[config.mk]
export PLATFORM = sky130hd
export DESIGN_NAME = whitespace_integer_list_parser
export DESIGN_NICKNAME = d
export VERILOG_FILES = /design/src/sv/wsp_pkg.sv /design/src/sv/whitespace_integer_list_parser.sv /design/src/sv/wsp_parser.sv /design/src/sv/wsp_out_queue.sv
export SDC_FILE = /design/constraint.sdc
export NUM_CORES = 1
export LEC_CHECK = 0
export BUFFER_PORTS_ARGS = -buffer_cell sky130_fd_sc_hd__buf_4
export CAP_MARGIN = 10
export CORE_ASPECT_RATIO = 1.25
export CORE_MARGIN = 1.5
export CORE_UTILIZATION = 60
export DETAILED_ROUTE_END_ITERATION = 7
export PLACE_DENSITY = 0.85
export SYNTH_ARGS = -nofsm -noshare
export SYNTH_HDL_FRONTEND = slang
export SYNTH_SLANG_ARGS = --single-unit
[constraint.sdc]
create_clock -name clk_i -period 5.2 [get_ports clk_i]
set_input_delay 0.78 -clock clk_i [delete_from_list [all_inputs] [get_ports clk_i]]
set_output_delay 0.78 -clock clk_i [all_outputs]
set_load 0.02 [all_outputs]
[src/sv/wsp_pkg.sv]
// Shared types and constants of the whitespace integer list parser.
// Holds the result word layout, the queue hand-over struct and the character codes.
// Depends on nothing; used by wsp_parser, wsp_out_queue and the top level.
package wsp_pkg;

  localparam int unsigned ByteW    = 8;
  localparam int unsigned CountW   = 8;
  localparam int unsigned ParsedW  = 32;
  localparam int unsigned QueueDepth = 4;

  localparam logic [CountW-1:0] CountReset = 8'd3;

  // Character codes
  localparam logic [ByteW-1:0] ChTab     = 8'h09;
  localparam logic [ByteW-1:0] ChNewline = 8'h0A;
  localparam logic [ByteW-1:0] ChCr      = 8'h0D;
  localparam logic [ByteW-1:0] ChSpace   = 8'h20;
  localparam logic [ByteW-1:0] ChPlus    = 8'h2B;
  localparam logic [ByteW-1:0] ChMinus   = 8'h2D;
  localparam logic [ByteW-1:0] ChZero    = 8'h30;
  localparam logic [ByteW-1:0] ChNine    = 8'h39;

  // One result word as it leaves the block
  typedef struct packed {
    logic [ParsedW-1:0] value;
    logic [CountW-1:0]  index;
    logic               is_value;
    logic               success;
    logic               last;
  } result_t;

  // Words produced by one input word: count is 0, 1 or 2, first goes out first
  typedef struct packed {
    logic [1:0] count;
    result_t    first;
    result_t    second;
  } push_t;

  function automatic logic is_space(input logic [ByteW-1:0] c);
    return (c == ChSpace) || ((c >= ChTab) && (c <= ChCr));
  endfunction

  function automatic logic is_digit(input logic [ByteW-1:0] c);
    return (c >= ChZero) && (c <= ChNine);
  endfunction

endpackage

[src/sv/whitespace_integer_list_parser.sv]
// Top level of the whitespace-separated decimal integer list parser.
// Depends on wsp_pkg, wsp_parser and wsp_out_queue.
//
// Usage:
//   Input stream: one text character per word in s_axis_tdata[7:0]; a word with
//   s_axis_tlast high is the end of text (its data is ignored) and closes the line.
//   Output stream: one word per parsed value, then a status word with tlast high.
//   m_axis_tdata holds parsed_value [31:0] and value_index [39:32]; m_axis_tuser
//   holds is_value [0] and success [1]. The status word carries the number of
//   values emitted in value_index.
//   Config channel: cfg_data_i sets count_wanted (values per line); always ready.
//   Write it only while the block is idle.
// Throughput:
//   One character per cycle while s_axis_tready is high. Results of a taken
//   word are written into the output queue. The end word may yield two results;
//   the four-entry output queue absorbs them and drains at one word per cycle
//   while m_axis_tready is high. s_axis_tready drops while fewer than two entries
//   are free, so a stalled receiver backs input up after at most four pending results.
// Reset:
//   rst_ni low empties the queue, clears the line state and sets count_wanted to 3.
module whitespace_integer_list_parser #(
  parameter int unsigned VALUE_BITS = 32,
  parameter int unsigned MAX_COUNT  = 255
) (
  input  logic        clk_i,
  input  logic        rst_ni,
  // configuration
  input  logic        cfg_valid_i,
  output logic        cfg_ready_o,
  input  logic [7:0]  cfg_data_i,    // count_wanted [7:0]
  // text in
  input  logic        s_axis_tvalid,
  output logic        s_axis_tready,
  input  logic [7:0]  s_axis_tdata,  // text_byte [7:0]
  input  logic        s_axis_tlast,  // end_of_text
  // results out
  output logic        m_axis_tvalid,
  input  logic        m_axis_tready,
  output logic [39:0] m_axis_tdata,  // parsed_value [31:0], value_index [39:32]
  output logic [1:0]  m_axis_tuser,  // is_value [0], success [1]
  output logic        m_axis_tlast   // last
);

  wsp_pkg::push_t   push;
  wsp_pkg::result_t head;
  logic             room;
  logic             in_take;
  logic             cfg_take;

  // configuration is always taken at once
  assign cfg_ready_o   = 1'b1;
  assign cfg_take      = cfg_valid_i && cfg_ready_o;

  // hold the input while the queue cannot take two more words
  assign s_axis_tready = room;
  assign in_take       = s_axis_tvalid && s_axis_tready;

  wsp_parser #(
    .VALUE_BITS (VALUE_BITS),
    .MAX_COUNT  (MAX_COUNT)
  ) u_parser (
    .clk_i       (clk_i),
    .rst_ni      (rst_ni),
    .cfg_valid_i (cfg_take),
    .cfg_data_i  (cfg_data_i),
    .in_valid_i  (in_take),
    .in_byte_i   (s_axis_tdata),
    .in_end_i    (s_axis_tlast),
    .push_o      (push)
  );

  wsp_out_queue u_queue (
    .clk_i   (clk_i),
    .rst_ni  (rst_ni),
    .push_i  (push),
    .pop_i   (m_axis_tready),
    .head_o  (head),
    .valid_o (m_axis_tvalid),
    .room_o  (room)
  );

  // unpack the head word onto the output channel
  assign m_axis_tdata = {head.index, head.value};
  assign m_axis_tuser = {head.success, head.is_value};
  assign m_axis_tlast = head.last;

endmodule

[src/sv/wsp_parser.sv]
// Per-character parse state and result generation of the integer list parser.
// Holds the count register, token accumulator and line state; emits up to two words.
// Depends on wsp_pkg.
module wsp_parser #(
  parameter int unsigned VALUE_BITS = 32,
  parameter int unsigned MAX_COUNT  = 255
) (
  input  logic                       clk_i,
  input  logic                       rst_ni,
  input  logic                       cfg_valid_i,
  input  logic [wsp_pkg::CountW-1:0] cfg_data_i,
  input  logic                       in_valid_i,
  input  logic [wsp_pkg::ByteW-1:0]  in_byte_i,
  input  logic                       in_end_i,
  output wsp_pkg::push_t             push_o
);

  localparam int unsigned AccW  = VALUE_BITS;
  localparam int unsigned ProdW = VALUE_BITS + 4;
  localparam int unsigned ExtW  = (VALUE_BITS > wsp_pkg::ParsedW) ? VALUE_BITS
                                                                  : wsp_pkg::ParsedW;
  localparam logic [AccW-1:0] Cap    = AccW'(1) << (AccW - 1);
  localparam logic [AccW-1:0] CapPos = Cap - AccW'(1);
  localparam logic [wsp_pkg::CountW-1:0] CountCap =
    (MAX_COUNT < 255) ? wsp_pkg::CountW'(MAX_COUNT) : 8'd255;

  localparam logic [1:0] PhSkip   = 2'd0;
  localparam logic [1:0] PhToken  = 2'd1;
  localparam logic [1:0] PhFailed = 2'd2;

  logic [1:0]                 phase_q, phase_d;
  logic                       fresh_q, fresh_d;
  logic [AccW-1:0]            acc_q, acc_d;
  logic                       neg_q, neg_d;
  logic                       stop_q, stop_d;
  logic [wsp_pkg::CountW-1:0] found_q, found_d;
  logic [wsp_pkg::CountW-1:0] count_q, count_d;

  logic [wsp_pkg::CountW-1:0] eff;
  logic [wsp_pkg::CountW-1:0] found_inc;
  logic                       done;
  logic [3:0]                 dig;
  logic [ProdW-1:0]           prod;
  logic [AccW-1:0]            acc_step;
  logic signed [AccW-1:0]     tok_sv;
  logic signed [ExtW-1:0]     tok_ext;
  logic [wsp_pkg::ParsedW-1:0] tok_val;
  logic                       has_value;
  logic                       ok;
  wsp_pkg::result_t           val_word;
  wsp_pkg::result_t           stat_word;

  assign eff       = (count_q > CountCap) ? CountCap : count_q;
  assign found_inc = found_q + 8'd1;
  assign done      = (found_q >= eff);

  // acc*10 + digit, saturate at the magnitude cap
  assign dig      = in_byte_i[3:0];
  assign prod     = (ProdW'(acc_q) << 3) + (ProdW'(acc_q) << 1) + ProdW'(dig);
  assign acc_step = (prod > ProdW'(Cap)) ? Cap : prod[AccW-1:0];

  assign tok_sv  = neg_q ? $signed(AccW'(0) - acc_q)
                         : $signed((acc_q > CapPos) ? CapPos : acc_q);
  assign tok_ext = ExtW'(tok_sv);
  assign tok_val = tok_ext[wsp_pkg::ParsedW-1:0];

  always_comb begin
    phase_d   = phase_q;
    fresh_d   = fresh_q;
    acc_d     = acc_q;
    neg_d     = neg_q;
    stop_d    = stop_q;
    found_d   = found_q;
    count_d   = count_q;
    has_value = 1'b0;
    ok        = 1'b0;
    push_o    = '0;

    val_word          = '0;
    val_word.index    = found_q;
    val_word.is_value = 1'b1;
    stat_word         = '0;
    stat_word.last    = 1'b1;

    if (cfg_valid_i) begin
      count_d = cfg_data_i;
    end

    if (in_valid_i && in_end_i) begin
      if (phase_q == PhFailed) begin
        ok = 1'b0;
      end else if (done) begin
        ok = 1'b1;
      end else if ((phase_q == PhToken) || !fresh_q) begin
        has_value      = 1'b1;
        val_word.value = (phase_q == PhToken) ? tok_val : '0;
        ok             = (found_inc >= eff);
      end else begin
        ok = 1'b0;
      end
      stat_word.index   = has_value ? found_inc : found_q;
      stat_word.success = ok;
      if (has_value) begin
        push_o.count  = 2'd2;
        push_o.first  = val_word;
        push_o.second = stat_word;
      end else begin
        push_o.count = 2'd1;
        push_o.first = stat_word;
      end
      // close the line
      phase_d = PhSkip;
      fresh_d = 1'b1;
      found_d = '0;
      acc_d   = '0;
      neg_d   = 1'b0;
      stop_d  = 1'b0;
    end else if (in_valid_i && (phase_q != PhFailed) && !done) begin
      if (phase_q == PhSkip) begin
        if (in_byte_i == wsp_pkg::ChNewline) begin
          phase_d = PhFailed;
        end else if (wsp_pkg::is_space(in_byte_i)) begin
          fresh_d = 1'b0;
        end else begin
          // first character of a token: sign, digit or stop
          phase_d = PhToken;
          neg_d   = (in_byte_i == wsp_pkg::ChMinus);
          acc_d   = wsp_pkg::is_digit(in_byte_i) ? AccW'(dig) : '0;
          stop_d  = !wsp_pkg::is_digit(in_byte_i) && (in_byte_i != wsp_pkg::ChMinus) &&
                    (in_byte_i != wsp_pkg::ChPlus);
        end
      end else if (wsp_pkg::is_space(in_byte_i)) begin
        // separator: emit the token, drop back to skipping
        val_word.value = tok_val;
        push_o.count   = 2'd1;
        push_o.first   = val_word;
        found_d        = found_inc;
        phase_d        = PhSkip;
        fresh_d        = 1'b1;
        acc_d          = '0;
        neg_d          = 1'b0;
        stop_d         = 1'b0;
      end else if (!stop_q) begin
        if (wsp_pkg::is_digit(in_byte_i)) begin
          acc_d = acc_step;
        end else begin
          stop_d = 1'b1;
        end
      end
    end
  end

  always_ff @(posedge clk_i or negedge rst_ni) begin
    if (!rst_ni) begin
      phase_q <= PhSkip;
      fresh_q <= 1'b1;
      acc_q   <= '0;
      neg_q   <= 1'b0;
      stop_q  <= 1'b0;
      found_q <= '0;
      count_q <= wsp_pkg::CountReset;
    end else begin
      phase_q <= phase_d;
      fresh_q <= fresh_d;
      acc_q   <= acc_d;
      neg_q   <= neg_d;
      stop_q  <= stop_d;
      found_q <= found_d;
      count_q <= count_d;
    end
  end

`ifndef NO_ASSERTIONS
  a_pair_is_value_then_status: assert property (@(posedge clk_i) disable iff (!rst_ni)
    (push_o.count == 2'd2) |-> (push_o.first.is_value && push_o.second.last))
    else $error("two words must be a value followed by the status word");

  a_status_only_on_end: assert property (@(posedge clk_i) disable iff (!rst_ni)
    (in_valid_i && !in_end_i) |-> (push_o.count <= 2'd1 && !push_o.first.last))
    else $error("status word without end of text");

  a_failed_holds: assert property (@(posedge clk_i) disable iff (!rst_ni)
    (phase_q == PhFailed && !(in_valid_i && in_end_i)) |=> (phase_q == PhFailed))
    else $error("failed line left before end of text");
`endif

endmodule

[src/sv/wsp_out_queue.sv]
// Four-entry result queue between the parser and the output channel.
// Takes up to two words a cycle, releases one word a cycle from its head while pop_i is high.
// Depends on wsp_pkg.
module wsp_out_queue (
  input  logic             clk_i,
  input  logic             rst_ni,
  input  wsp_pkg::push_t   push_i,
  input  logic             pop_i,
  output wsp_pkg::result_t head_o,
  output logic             valid_o,
  output logic             room_o
);

  localparam int unsigned Depth = wsp_pkg::QueueDepth;
  localparam int unsigned PtrW  = $clog2(Depth);
  localparam int unsigned CntW  = $clog2(Depth + 1);

  wsp_pkg::result_t mem_q [Depth];
  logic [PtrW-1:0]  wr_ptr_q, wr_ptr_d;
  logic [PtrW-1:0]  rd_ptr_q, rd_ptr_d;
  logic [CntW-1:0]  cnt_q, cnt_d;
  logic             pop;

  assign valid_o = (cnt_q != '0);
  assign room_o  = (cnt_q <= CntW'(Depth - 2));
  assign head_o  = mem_q[rd_ptr_q];
  assign pop     = pop_i && valid_o;

  assign wr_ptr_d = wr_ptr_q + PtrW'(push_i.count);
  assign rd_ptr_d = rd_ptr_q + PtrW'(pop);
  assign cnt_d    = cnt_q + CntW'(push_i.count) - CntW'(pop);

  always_ff @(posedge clk_i) begin
    if (push_i.count != 2'd0) begin
      mem_q[wr_ptr_q] <= push_i.first;
    end
    if (push_i.count == 2'd2) begin
      mem_q[wr_ptr_q + PtrW'(1)] <= push_i.second;
    end
  end

  always_ff @(posedge clk_i or negedge rst_ni) begin
    if (!rst_ni) begin
      wr_ptr_q <= '0;
      rd_ptr_q <= '0;
      cnt_q    <= '0;
    end else begin
      wr_ptr_q <= wr_ptr_d;
      rd_ptr_q <= rd_ptr_d;
      cnt_q    <= cnt_d;
    end
  end

`ifndef NO_ASSERTIONS
  a_no_overflow: assert property (@(posedge clk_i) disable iff (!rst_ni)
    (push_i.count != 2'd0) |-> ((cnt_q + CntW'(push_i.count)) <= CntW'(Depth)))
    else $error("result queue overflow");

  a_pointer_gap: assert property (@(posedge clk_i) disable iff (!rst_ni)
    (cnt_q != CntW'(Depth)) |-> (PtrW'(wr_ptr_q - rd_ptr_q) == PtrW'(cnt_q)))
    else $error("queue pointers disagree with fill count");
`endif

endmodule

==> impl_metrics.csv <==
group,metric,value,unit
status,status,"finished, final reports clean",
cts,hold_buffers,0,
placed_design,placed_cell_area,0.0143,mm²
cts,cts_tree,"done",
power_and_ir_drop,ir_worst_vdd,0.356,mV
setup_path,cpPeakStageDelay,0.55,ns
cts,clkLatencyLatePin,0.53,ns
grt,grt-ovfl-total,0,
run,maxCapViolations,0,
yosys,synth.avg_cell_area,9.08,µm²
timing,drv_slew,0,
final_layout,final_common_cell,"o21ai_0",
grt,grt_max_degree,75,
final_layout,drive_above_1_share,13.2,%
cts,clockBufferDepth,3,
timing,hold_violations,0,
timing,relSlewSlack,21.7,%
cts,cts_max_level,1,
power_and_ir_drop,p_leak,6.09,nW
final_layout,antenna_cells,0,
setup_path,worstPathCellList,"clkinv_1, ha_1, nand2b_1, a21o_1, a21o_1, a211oi_1, o21ai_1, a21oi_1, nor2_1, a21o_1, inv_1, ha_1, inv_1, ha_1, inv_1, fa_1, xor2_1, xnor2_1",
final_layout,final_cell_mix,"o21ai_0, nand3_1, nand2_1",
drt,drtIter0Drc,1315,
grt,antenna_found_initial,0,
power_and_ir_drop,total_power,5.31,mW
yosys,synthTopCellsByArea,"dfxtp_1, dfrtp_1, edfxtp_1",
final_layout,instances_no_fill,1815,
setup_path,worstSetupStartpointType,"flip-flop",
floorplan,ios,68,
yosys,yosysWarnings,0,
placed_design,place_ws,0.449,ns
final_layout,final_util,67.0,%
setup_path,cp.arrival,4.90,ns
cts,clkSinkCount,232,
floorplan,chipHeight,172,µm
timing,timing.hold.ws,0.331,ns
timing,setup_violations,0,
yosys,ys.flop_type,"dfxtp_1",
placed_design,place_congestion,0.975,
timing,period_share,86.2,%
setup_path,reg2reg_to,"u_queue.cnt_q[2]",
drt,post_drt_wl_per_cell,19.5,µm
cts,clk_pin_slew,0.06,ns
final_layout,finalInstanceArea,0.0150,mm²
yosys,syn_inst,1519,
yosys,synth.distinct_cells,85,
floorplan,start_util,61.4,%
timing,worst_pin_slew,1.17,ns
floorplan,num_rows,61,
timing,fin_skew,0.0238,ns
timing,rsz0062_at_grt,"false",
setup_path,crit_required,5.61,ns
timing,min_period,4.48,ns
drt,routed_via_density,6.63,
setup_path,crit_buf_inv,4,
yosys,ys_ff_latch,232,
cts,ctsResizeCount,0,
floorplan,die_area,0.0239,mm²
setup_path,r2r_cells,18,
yosys,synth_nets,1631,
drt,drt-total-wl,35.3,mm
cts,clockRootBuffer,"clkbuf_16",
placed_design,port_buffers,66,
drt,dr.pass1.iters,5,
power_and_ir_drop,power_density,353,mW/mm²
yosys,syn_area,0.0138,mm²
drt,ant_nets,0,
yosys,postSynth.asyncResetShare,25.9,%
timing,fin_ws,0.715,ns
drt,via_count,12000,
setup_path,rr_startpoint,"u_parser.found_q[0]",
yosys,synth_top_cell_area_share,19.2,%
floorplan,die_w,139,µm
final_layout,area.growth.synth_to_final,9.04,%
cts,numCtsBuffers,23,
placed_design,hpwl,23.6,mm
final_layout,nets,1630,
setup_path,cp_top_family,"compound AO/OA/AOI/OAI gates",
grt,grt_pass1_vias,11700,
grt,grt_first_pass_wirelength,58.1,mm
yosys,yosysSeqAreaShare,38.8,%
setup_path,critPathCaptureType,"flip-flop",
grt,grt_usage,29.4,%
drt,drc_errors,0,
yosys,synth_edf_count,40,
floorplan,core_area,0.0224,mm²
setup_path,r2r_slack,0.72,ns
cts,cts_setup_buffers,0,
setup_path,slowest_stage,"a21oi_1",
worst_hold_path,worstHoldPathType,"in -> async",
setup_path,path_depth,18,
placed_design,place_inst,1776,
setup_path,critPathMaxFanout,7,
timing,fmax,223,MHz
yosys,synth_top_area_cell,"dfxtp_1",
setup_path,worstSetupPathType,"reg -> reg",
timing,totalNegativeSetupSlack,0,ns
-- synthesized netlist by cell type, types with 17 or more instances --
cell      number
o21ai_0      215
nand3_1      167
nand2_1      145
dfxtp_1      132
ha_1          87
clkbuf_1      79
a21oi_1       76
nor2_1        65
dfrtp_1       57
mux4_2        43
edfxtp_1      40
inv_1         36
xnor2_1       22
nor3_1        21
xor2_1        21
or3_1         17
-- routing by layer --
metal	share of wire, %	GRT usage [%]	vias to the layer above
li1	-	-	5604
met1	41	38.7	5778
met2	49	50.1	559
met3	7.4	2.96	91
met4	2.7	11.8	0
met5	0	0	-
-- how the worst max path moves through the flow --
stage	start	endpoint	slack [ns]
floorplan	s_axis_tdata[3]	u_parser.acc_q[28]	1.05
global placement	s_axis_tdata[3]	u_parser.acc_q[19]	0.49
detailed placement	s_axis_tdata[3]	u_parser.acc_q[23]	0.45
CTS	u_parser.found_q[0]	u_queue.cnt_q[2]	0.73
finish	u_parser.found_q[0]	u_queue.cnt_q[2]	0.72
global route	u_parser.acc_q[2]	u_parser.acc_q[23]	0.36
-- report_power, final --
part           leakage [nW]  internal [mW]  switching [mW]
clock network         0.352          0.943           0.690
logic                  3.52          0.618           0.841
registers              2.22           1.97           0.256
-- area by class of cell --
cell class	count	area [µm²]
multi-input cells	1141	7840
fillers	1735	7410
flip-flops and latches	232	5350
clock buffers	31	626
repair buffers	82	616
well taps	283	354
inverters	38	143
clock inverters	8	100
-- state kept, by name (all words and copies together), names as in the netlist --
signal / cells
u_queue.mem_q: 172
u_parser.acc_q: 32
u_parser.count_q: 8
u_parser.found_q: 8
u_queue.cnt_q: 3
u_parser.phase_q: 2
u_queue.rd_ptr_q: 2
u_queue.wr_ptr_q: 2
u_parser.fresh_q: 1
u_parser.neg_q: 1
u_parser.stop_q: 1
-- kinds of logic (layout without fill, tap and decap cells) --
logic type	Yosys count	after routing	share of synthesized area [%]
AND/OR/NAND/NOR	504	504	17.8
AO/OA/AOI/OAI	443	443	19.6
flip-flops	232	232	38.8
buffers and inverters	146	159	4.42
adder cells (fa/ha/maj)	91	91	8.40
multiplexers	59	59	8.20
XOR/XNOR	43	43	2.73
other	1	1	0.0272
(Power assumes the default switching activity.)
